## src/hw/rtl/assert_macros.svh

```systemverilog
// ----------------------------------------------------------------------------
// Assertion macros
// Shared concurrent assertion helpers; they compile away under SYNTHESIS.
// ----------------------------------------------------------------------------
`ifndef ASSERT_MACROS_SVH
`define ASSERT_MACROS_SVH

`ifndef SYNTHESIS

// Same-cycle implication, checked outside reset.
`define ASSERT_IMPLY(label, clk, rst_n, ante, cons, msg) \
    label: assert property (@(posedge clk) disable iff (!rst_n) (ante) |-> (cons)) \
        else $error(msg);

// Next-cycle implication, checked outside reset.
`define ASSERT_NEXT(label, clk, rst_n, ante, cons, msg) \
    label: assert property (@(posedge clk) disable iff (!rst_n) (ante) |=> (cons)) \
        else $error(msg);

`else

`define ASSERT_IMPLY(label, clk, rst_n, ante, cons, msg)
`define ASSERT_NEXT(label, clk, rst_n, ante, cons, msg)

`endif

`endif

```

## src/hw/rtl/iul_pkg.sv

```systemverilog
`timescale 1ns / 1ps
// ----------------------------------------------------------------------------
// Interval union length package
// Sizes, codes and controller/datapath interface types of the block.
// ----------------------------------------------------------------------------
package iul_pkg;

    localparam int MAX_INTERVALS = 16;
    localparam int NUM_STAGES    = 3;

    localparam int TABLE_DEPTH = MAX_INTERVALS * NUM_STAGES;
    localparam int ADDR_W      = (TABLE_DEPTH > 1) ? $clog2(TABLE_DEPTH) : 1;
    localparam int IDX_W       = (MAX_INTERVALS > 1) ? $clog2(MAX_INTERVALS) : 1;
    localparam int CNT_W       = $clog2(MAX_INTERVALS + 1);
    localparam int SEL_W       = (NUM_STAGES > 1) ? $clog2(NUM_STAGES) : 1;

    localparam int STAGE_W = 2;
    localparam int TIME_W  = 64;

    localparam int IN_TDATA_W  = 2 * TIME_W;
    localparam int IN_TUSER_W  = 1 + STAGE_W;
    localparam int OUT_TDATA_W = 72;
    localparam int OUT_PAD_W   = OUT_TDATA_W - TIME_W - 1;
    localparam int OUT_TUSER_W = STAGE_W;

    typedef enum logic [0:0] {
        CMD_ADD    = 1'b0,
        CMD_REPORT = 1'b1
    } t_command;

    typedef enum logic [2:0] {
        S_IDLE,
        S_ADD_SCAN,
        S_ADD_STORE,
        S_REP_SCAN,
        S_REP_EMIT
    } t_state;

    typedef struct packed {
        logic in_ready;
        logic load;
        logic add_scan;
        logic add_store;
        logic rep_scan;
        logic emit;
    } t_dp_cmd;

    typedef struct packed {
        logic is_report;
        logic add_ok;
        logic scan_done;
        logic out_free;
        logic last_stage;
    } t_dp_status;

endpackage

```

## src/hw/rtl/iul_ctrl.sv

```systemverilog
`timescale 1ns / 1ps
// ----------------------------------------------------------------------------
// Interval union length controller
// Sequences add scans, table stores and the per-stage report passes.
// ----------------------------------------------------------------------------
`include "assert_macros.svh"

module iul_ctrl
    import iul_pkg::*;
(
    input  logic       i_clk,
    input  logic       i_rst_n,
    input  logic       i_in_valid,
    input  t_dp_status i_status,
    output t_dp_cmd    o_cmd
);

    t_state r_state;
    t_state n_state;

    always_ff @(posedge i_clk) begin
        if (!i_rst_n) begin
            r_state <= S_IDLE;
        end else begin
            r_state <= n_state;
        end
    end

    always_comb begin
        n_state = r_state;
        o_cmd   = '0;
        case (r_state)
            S_IDLE: begin
                o_cmd.in_ready = 1'b1;
                if (i_in_valid) begin
                    o_cmd.load = 1'b1;
                    if (i_status.is_report) begin
                        n_state = S_REP_SCAN;
                    end else if (i_status.add_ok) begin
                        n_state = S_ADD_SCAN;
                    end
                end
            end
            S_ADD_SCAN: begin
                o_cmd.add_scan = 1'b1;
                if (i_status.scan_done) begin
                    n_state = S_ADD_STORE;
                end
            end
            S_ADD_STORE: begin
                o_cmd.add_store = 1'b1;
                n_state         = S_IDLE;
            end
            S_REP_SCAN: begin
                o_cmd.rep_scan = 1'b1;
                if (i_status.scan_done) begin
                    n_state = S_REP_EMIT;
                end
            end
            S_REP_EMIT: begin
                if (i_status.out_free) begin
                    o_cmd.emit = 1'b1;
                    n_state    = i_status.last_stage ? S_IDLE : S_REP_SCAN;
                end
            end
            default: begin
                n_state = S_IDLE;
            end
        endcase
    end

    // A report always starts with a scan of the first stage.
    `ASSERT_NEXT(a_report_starts_scan, i_clk, i_rst_n,
        (r_state == S_IDLE) && i_in_valid && i_status.is_report,
        r_state == S_REP_SCAN, "report transfer did not start a scan")

endmodule

```

## config.mk

```make
export PLATFORM = sky130hd
export DESIGN_NAME = iul_ctrl
export DESIGN_NICKNAME = d
export VERILOG_FILES = /design/src/hw/rtl/iul_pkg.sv /design/src/hw/rtl/iul_ctrl.sv
export VERILOG_INCLUDE_DIRS = /design/src /design/src/hw/rtl
export SDC_FILE = /design/constraint.sdc
export NUM_CORES = 1
export LEC_CHECK = 0
export ABC_CLOCK_PERIOD_IN_PS = 1200
export BUFFER_PORTS_ARGS = -buffer_cell sky130_fd_sc_hd__buf_2
export CORE_AREA = 2 2 39 41
export DETAILED_ROUTE_END_ITERATION = 10
export DIE_AREA = 0 0 41 43
export SETUP_SLACK_MARGIN = 0.02
export SYNTH_ARGS = -nofsm -noshare
export SYNTH_HDL_FRONTEND = slang
export SYNTH_SLANG_ARGS = --single-unit
```

## constraint.sdc

```tcl
create_clock -name i_clk -period 1.2 [get_ports i_clk]
set_input_delay 0.06 -clock i_clk [delete_from_list [all_inputs] [get_ports i_clk]]
set_output_delay 0.06 -clock i_clk [all_outputs]
set_load 0.02 [all_outputs]
```

== Word level (Yosys, flattened, before mapping) ==
Index checks and enable logic that the tools add are counted.

* Register bits: 3
* Bits of input ports: 8
* Output and inout bits: 6
* Logic and storage cells: 27

* Eq/ne operators: 9
* Mux-type cells: 15
* Reductions and logical operators: 2

{| class="wikitable"
|+ Operator list
! kind !! count
|-
| two-way mux 3 bit || 6
|-
| case mux 3 bit (4 select lines) || 1
|-
| != test 2 bit (second input constant) || 4
|-
| equality test 3 x 2 -> 1 bit (second input constant) || 2
|-
| two-way mux 1 bit || 6
|-
| AND reduction 5 bit || 1
|-
| two-way mux 2 bit || 2
|-
| equality test 3 x 1 -> 1 bit (second input constant) || 1
|-
| equality test 3 bit (second input constant) || 1
|-
| zero test 3 bit || 1
|-
| != test 3 bit (second input constant) || 1
|}

== Logic depth before layout (Yosys ltp) ==
Gate-level depths: netlist of run 1.

* Word-level depth: 4
* Mapped depth: 5

== Worst setup path before layout of run 1 ==
Ideal clock, no wire load.

* Path type: flip-flop to output port
* From: register r_state[2]
* To: output o_cmd[4] in the netlist's numbering
* Data arrival time: 1.235 ns
* Data required time: 1.140 ns
* Path slack: -0.095 ns
* Stages on the path, launching flop included: 4
* Path buffers: 1
* Path through: dfxtp_1 -> buf_6 -> nor3_1 -> and2_1

{| class="wikitable"
|+ RTL lines
! what !! RTL line !! text
|-
| from (decl) || iul_ctrl.sv:18 || <nowiki>t_state r_state;</nowiki>
|-
| from (signal assigned) || iul_ctrl.sv:25 || <nowiki>r_state <= n_state;</nowiki>
|-
| to (decl) || iul_ctrl.sv:15 || <nowiki>output t_dp_cmd o_cmd</nowiki>
|}

== Worst setup path in the final report of run 1 ==
* From: register r_state[2]
* To: register r_state[1]

* Cells in the longest elaborated chain, start to end: 3
* Elaborated cells between the ends (all ways): 11
* Those cells by class: eq/ne: 8; mux: 1; reduce/logical: 2

{| class="wikitable"
|+ Ends and longest elaborated chain
! what !! RTL line !! text
|-
| equality test 3 x 1 -> 1 bit (tied with other cells) || iul_ctrl.sv:32 || <nowiki>case (r_state)</nowiki>
|-
| != test 2 bit (no line) / != test 3 bit (equally long branches) || n/a ||
|-
| AND reduction 5 bit (no line) || n/a ||
|}

Several ways; a longest one is shown, not always the timed one.
A chain may end at the register's enable or synchronous reset.

==> flow_summary.ini, run 1 <==
[run_status]
status = completed

[worst_setup_path]
cp.arrival_ps = 1260
max_stage_delay_ps = 370
critPathMaxFanout = 7
worstSetupPathType = reg2reg
worstSetupStartpointType = flop
crit_path_end_kind = flop
crit-reg2reg-capture = r_state[1]
r2r_cells = 4
crit_required_ps = 1310
r2r_start = r_state[2]
r2r_setup_slack_ps = 50
slowest_stage = dfxtp_4
worstPathCellList = buf_4 -> or3_1 -> nand4_1 -> o21ai_1

[routing]
wl_per_cell_um = 9.371
routed_wl_um = 581
vias = 264
dr.pass1.iters = 2
drtIter0Drc = 2
ant_nets = 0
drc = 0
viasPerCell = 4.258

[final_layout]
final_core_util_pct = 27.49
final_cells = 62
diodes = 0
largest_reg_flops = 3
seq_area_um2 = 68.82
multiInputGateArea_um2 = 176.4
fin_nets = 55
largest-register = r_state
reg_top3 = r_state x3
area_growth_pct = 66.12
layout-drive-gt1-share_pct = 60.87
fillers = 163
finalInstanceArea_um2 = 380.4

[die]
die_h_um = 43
initial_core_util_pct = 16.55
rows = 14
dieArea_um2 = 1763
coreArea_um2 = 1384
dieWidth_um = 41
ioPinCount = 14

[sta]
hold_violations = 0
min_period_ps = 1146
setup_viol = 0
finalSetupTns_ps = 0
skew_ps = 0.1927
rsz0062_at_grt = true
tightest_slew_ps = 257.4
timing.final.ws_setup_ps = 54.07
drv_slew = 0
fin_crit_sh_pct = 95.49
slew-limit-headroom_pct = 82.80
fin_hold_ws_ps = 111.4
fmax_mhz = 872.7

[placement]
port-buffer-count = 13
hpwl_um = 457.2
placed_cells = 57
gp_congestion = 0.7348
dp_slack_ps = 57.99
dpl_cell_area_um2 = 310.3

[logic_synthesis]
yosys.area.top_type = dfxtp_1
synth_flop_cell = dfxtp_1
ys_seq_elements = 3
ys_async_sr_fraction_pct = 0
synth_cell_types = 18
synth.yosys.warnings = 0
synth_nets = 37
synth-edff-count = 0
synth_commonest_cells = nor2_1, dfxtp_1, nand2_1, nor3_1, inv_2
ys_seq_area_share_pct = 26.23
yosysMostFrequentCell = nor2_1
syn_area_um2 = 229.0
synth.area.top_cells = dfxtp_1, o311ai_4, nor2_1, nor3_1, buf_6
synthDominantCellAreaShare_pct = 26.23
syn-instance-count = 29
avgSynthCellArea_um2 = 7.896

[cts]
clk_latency_ps = 230
clock_sinks = 3
cts_tree = done
htreeDepth = 1
cts_buffers = 3
cts_buffer_depth = 2
path_clk_slew_ps = 30
cts_root_buf = clkbuf_4

[global_routing]
overflow = 0
grt_pass1_wl_um = 924
track_usage_pct = 8.225
grt_max_degree = 10
antenna_found_initial = 0
first_global_vias = 251

[pwr]
power_density_nw_per_um2 = 1429
p_total_mw = 0.5436
ir_drop_mv = 0.5694
p_leak_nw = 0.1696

[hold_path]
hold_start = i_rst_n
hold_depth = 3
whs_endpoint = r_state[2]
hold_path_class = in2reg

[flow_run]
drv_cap = 0
metal layers:
layer  track usage [%]  part of all wire (%)  up-vias
met4             4.000                     0        0
met5                 0                     0        -
met3             6.283                    10        0
li1                  -                     -      139
met1             8.974                    36      117
met2             11.25                    54        8
kinds of logic after synthesis:
| kind of cell | count (synthesis) | synth area share (%) |
|---|---|---|
| AOI/OAI and AO/OA | 6 | 27.32 |
| and+or+nand+nor | 16 | 33.88 |
| DFF | 3 | 26.23 |
| muxes | 1 | 4.372 |
| buffers and inverters | 3 | 8.198 |
critical path: cells and delay by family, from the launching register on:
kind	cells	cell delay (ps)
AND/OR/NAND/NOR	2	460
flip-flops	1	370
buffers and inverters	1	140
AO/OA/AOI/OAI	1	60
cells in the final DEF (no fill, tap or decap), types with 2 or more instances in the layout:
cell type,n
buf_2,11
buf_4,2
clkbuf_4,3
dfxtp_4,2
inv_2,2
nand2_1,3
nor2_1,4
nor3_1,2
worst max-delay path by stage:
| stage | from | end | depth (start not counted) |
|---|---|---|---|
| after floorplan | r_state[2] | r_state[2] | 5 |
| after global placement | r_state[2] | r_state[2] | 4 |
| after detailed placement | r_state[2] | r_state[0] | 3 |
| after CTS | r_state[2] | o_cmd[1] | 3 |
| after global routing | r_state[2] | o_cmd[0] | 3 |
| final | r_state[2] | r_state[1] | 4 |
power by group:
group	switching (mW)	internal, mW
Sequential	0.0360	0.115
Combinational	0.117	0.104
Clock	0.0466	0.124
cell type report:
class	count	share of cell area (%)
Timing Repair Buffer	14	21.38
Clock buffer	4	6.908
Inverter	2	1.974
Tap cell	16	5.263
Multi-Input combinational cell	23	46.38
Sequential cell	3	18.09
what timing repair did:
item                                   4_1_cts  5_1_grt
hold buffers                                 0        0
pin swaps                                    0        2
setup buffers                                0        1
resized for setup                            4        8
setup endpoints to repair                    5        5
endpoints found under the hold margin        0        0
Power figures use the tool's default switching activity.
==> run 2, diff against run 1 <==
PLACE_DENSITY_LB_ADDON = 0.2   (was not set)
==> run 2 against run 1 <==
  * Setup slack better by 0.84 ps
  * Die area unchanged
  * Critical path type is now reg2out
  * Via count up 0.76%
  * Cell count down 1.6%
  * Fmax about the same
==> flow_summary.ini, run 2 (synthesized netlist as in run 1, its figures left out) <==
[cts]
cts_root_buf = clkbuf_4
cts_tree = done
htreeDepth = 1
cts_buffers = 3
clk_latency_ps = 240
cts_buffer_depth = 2
post_cts_buffers = 0
clock_sinks = 3
path_clk_slew_ps = 40
ctsHoldBuffers = 0

[routing]
drc = 0
ant_nets = 0
viasPerCell = 4.361
drtIter0Drc = 3
wl_per_cell_um = 10.62
vias = 266
routed_wl_um = 648
dr.pass1.iters = 4

[worst_setup_path]
worstSetupPathType = reg2out
worstSetupStartpointType = flop
crit_path_end_kind = output pin
critPathMaxFanout = 9
crit_required_ps = 1140
cp.arrival_ps = 1090

[die]
die_h_um = 43
coreArea_um2 = 1384
dieArea_um2 = 1763
initial_core_util_pct = 16.55
dieWidth_um = 41
ioPinCount = 14
rows = 14

[pwr]
p_total_mw = 0.5453
p_leak_nw = 0.1638
power_frac_comb_pct = 37.6
seq_power_share_pct = 28.2
power_switching_mw = 0.2119
p_clk_share_pct = 34.2
switching_share_pct = 38.87
ir_drop_mv = 0.3362
power_density_nw_per_um2 = 1498
internal-power_mw = 0.3333

[final_layout]
layout-drive-gt1-share_pct = 60.00
multiInputGateArea_um2 = 173.9
diodes = 0
largest-register = r_state
area_growth_pct = 59.02
reg_top3 = r_state x3
final_cells = 61
final_cell_mix = buf_2, nor2_1, nand2_1, clkbuf_4
seq_area_um2 = 66.31
fin_nets = 54
fillers = 165
largest_reg_flops = 3
final_common_cell = buf_2

[placement]
gp_congestion = 0.6994
port-buffer-count = 13
dp_slack_ps = 31.94
hpwl_um = 465.9
placed_cells = 57

[sta]
slew-limit-headroom_pct = 83.64
setup_viol = 0
finalSetupTns_ps = 0
fmax_mhz = 873.3
tightest_slew_ps = 244.8
hold_violations = 0
fin_crit_sh_pct = 95.42
rsz0062_at_grt = true
timing.final.ws_setup_ps = 54.91
min_period_ps = 1145
skew_ps = 3.097
drv_slew = 0

[run_status]
status = completed

[global_routing]
first_global_vias = 246
overflow = 0
grt_max_degree = 10
grt_pass1_wl_um = 986
antenna_found_initial = 0
track_usage_pct = 9.118

[flow_run]
drv_cap = 0

[hold_path]
hold_path_class = in2reg
## run 2: changes by cell type in the layout (fill, tap and decap cells not counted), sizes merged
cell	before	now
buf	14	13
## run 2: stage by stage
stage	util, %	hold WS (ps)	instance area (um2)
global placement	22.42	368.2	310.3
detailed placement	22.42	367.1	310.3
floorplan	-	198.8	236.5
CTS	24.59	109.1	340.3
finish	26.31	109.8	364.1
global route	26.31	104.5	364.1
## run 2: per-layer routing
| layer | vias up | global-route usage [%] | share of wire [%] |
|---|---|---|---|
| met3 | 3 | 3.141 | 5.1 |
| li1 | 134 | - | - |
| met4 | 0 | 12.00 | 3.2 |
| met1 | 117 | 10.86 | 44 |
| met2 | 12 | 10.31 | 48 |
| met5 | - | 0 | 0 |
## run 2: worst max-delay path, cell delays in order, from the launching register on
cell and delay, ps:
dfxtp_4 400, nand2_1 130, nor3_2 120, buf_2 180
## run 2: cell type report
cell class | count | share of cell area, %
flip-flops and latches | 3 | 18.21
inverters | 2 | 2.062
multi-input cells | 23 | 47.77
well taps | 16 | 5.498
repair buffers | 13 | 19.24
clock buffers | 4 | 7.216
## run 2: worst paths after layout
path	from	endpoint	slack [ps]	cells after the start
min reg2reg	r_state[2]	r_state[2]	540	2
min	i_rst_n	r_state[2]	110	3
max reg2reg	r_state[0]	r_state[2]	140	4
max	r_state[2]	o_cmd[0]	50	3
## run 2: timing repair
action / 4_1_cts / 5_1_grt
pin swaps: 0 / 1
endpoints found under the hold margin: 0 / 0
setup endpoints to repair: 5 / 4
resized for setup: 3 / 6
## run 2: power by group through the flow
stage          Combinational [mW]  Clock, mW  Sequential (mW)
2_1_floorplan               0.145          0            0.135
3_3_place_gp                0.197          0            0.146
3_5_place_dp                0.194          0            0.144
4_1_cts                     0.196      0.191            0.146
5_1_grt                     0.224      0.208            0.156
6_report                    0.205      0.186            0.154
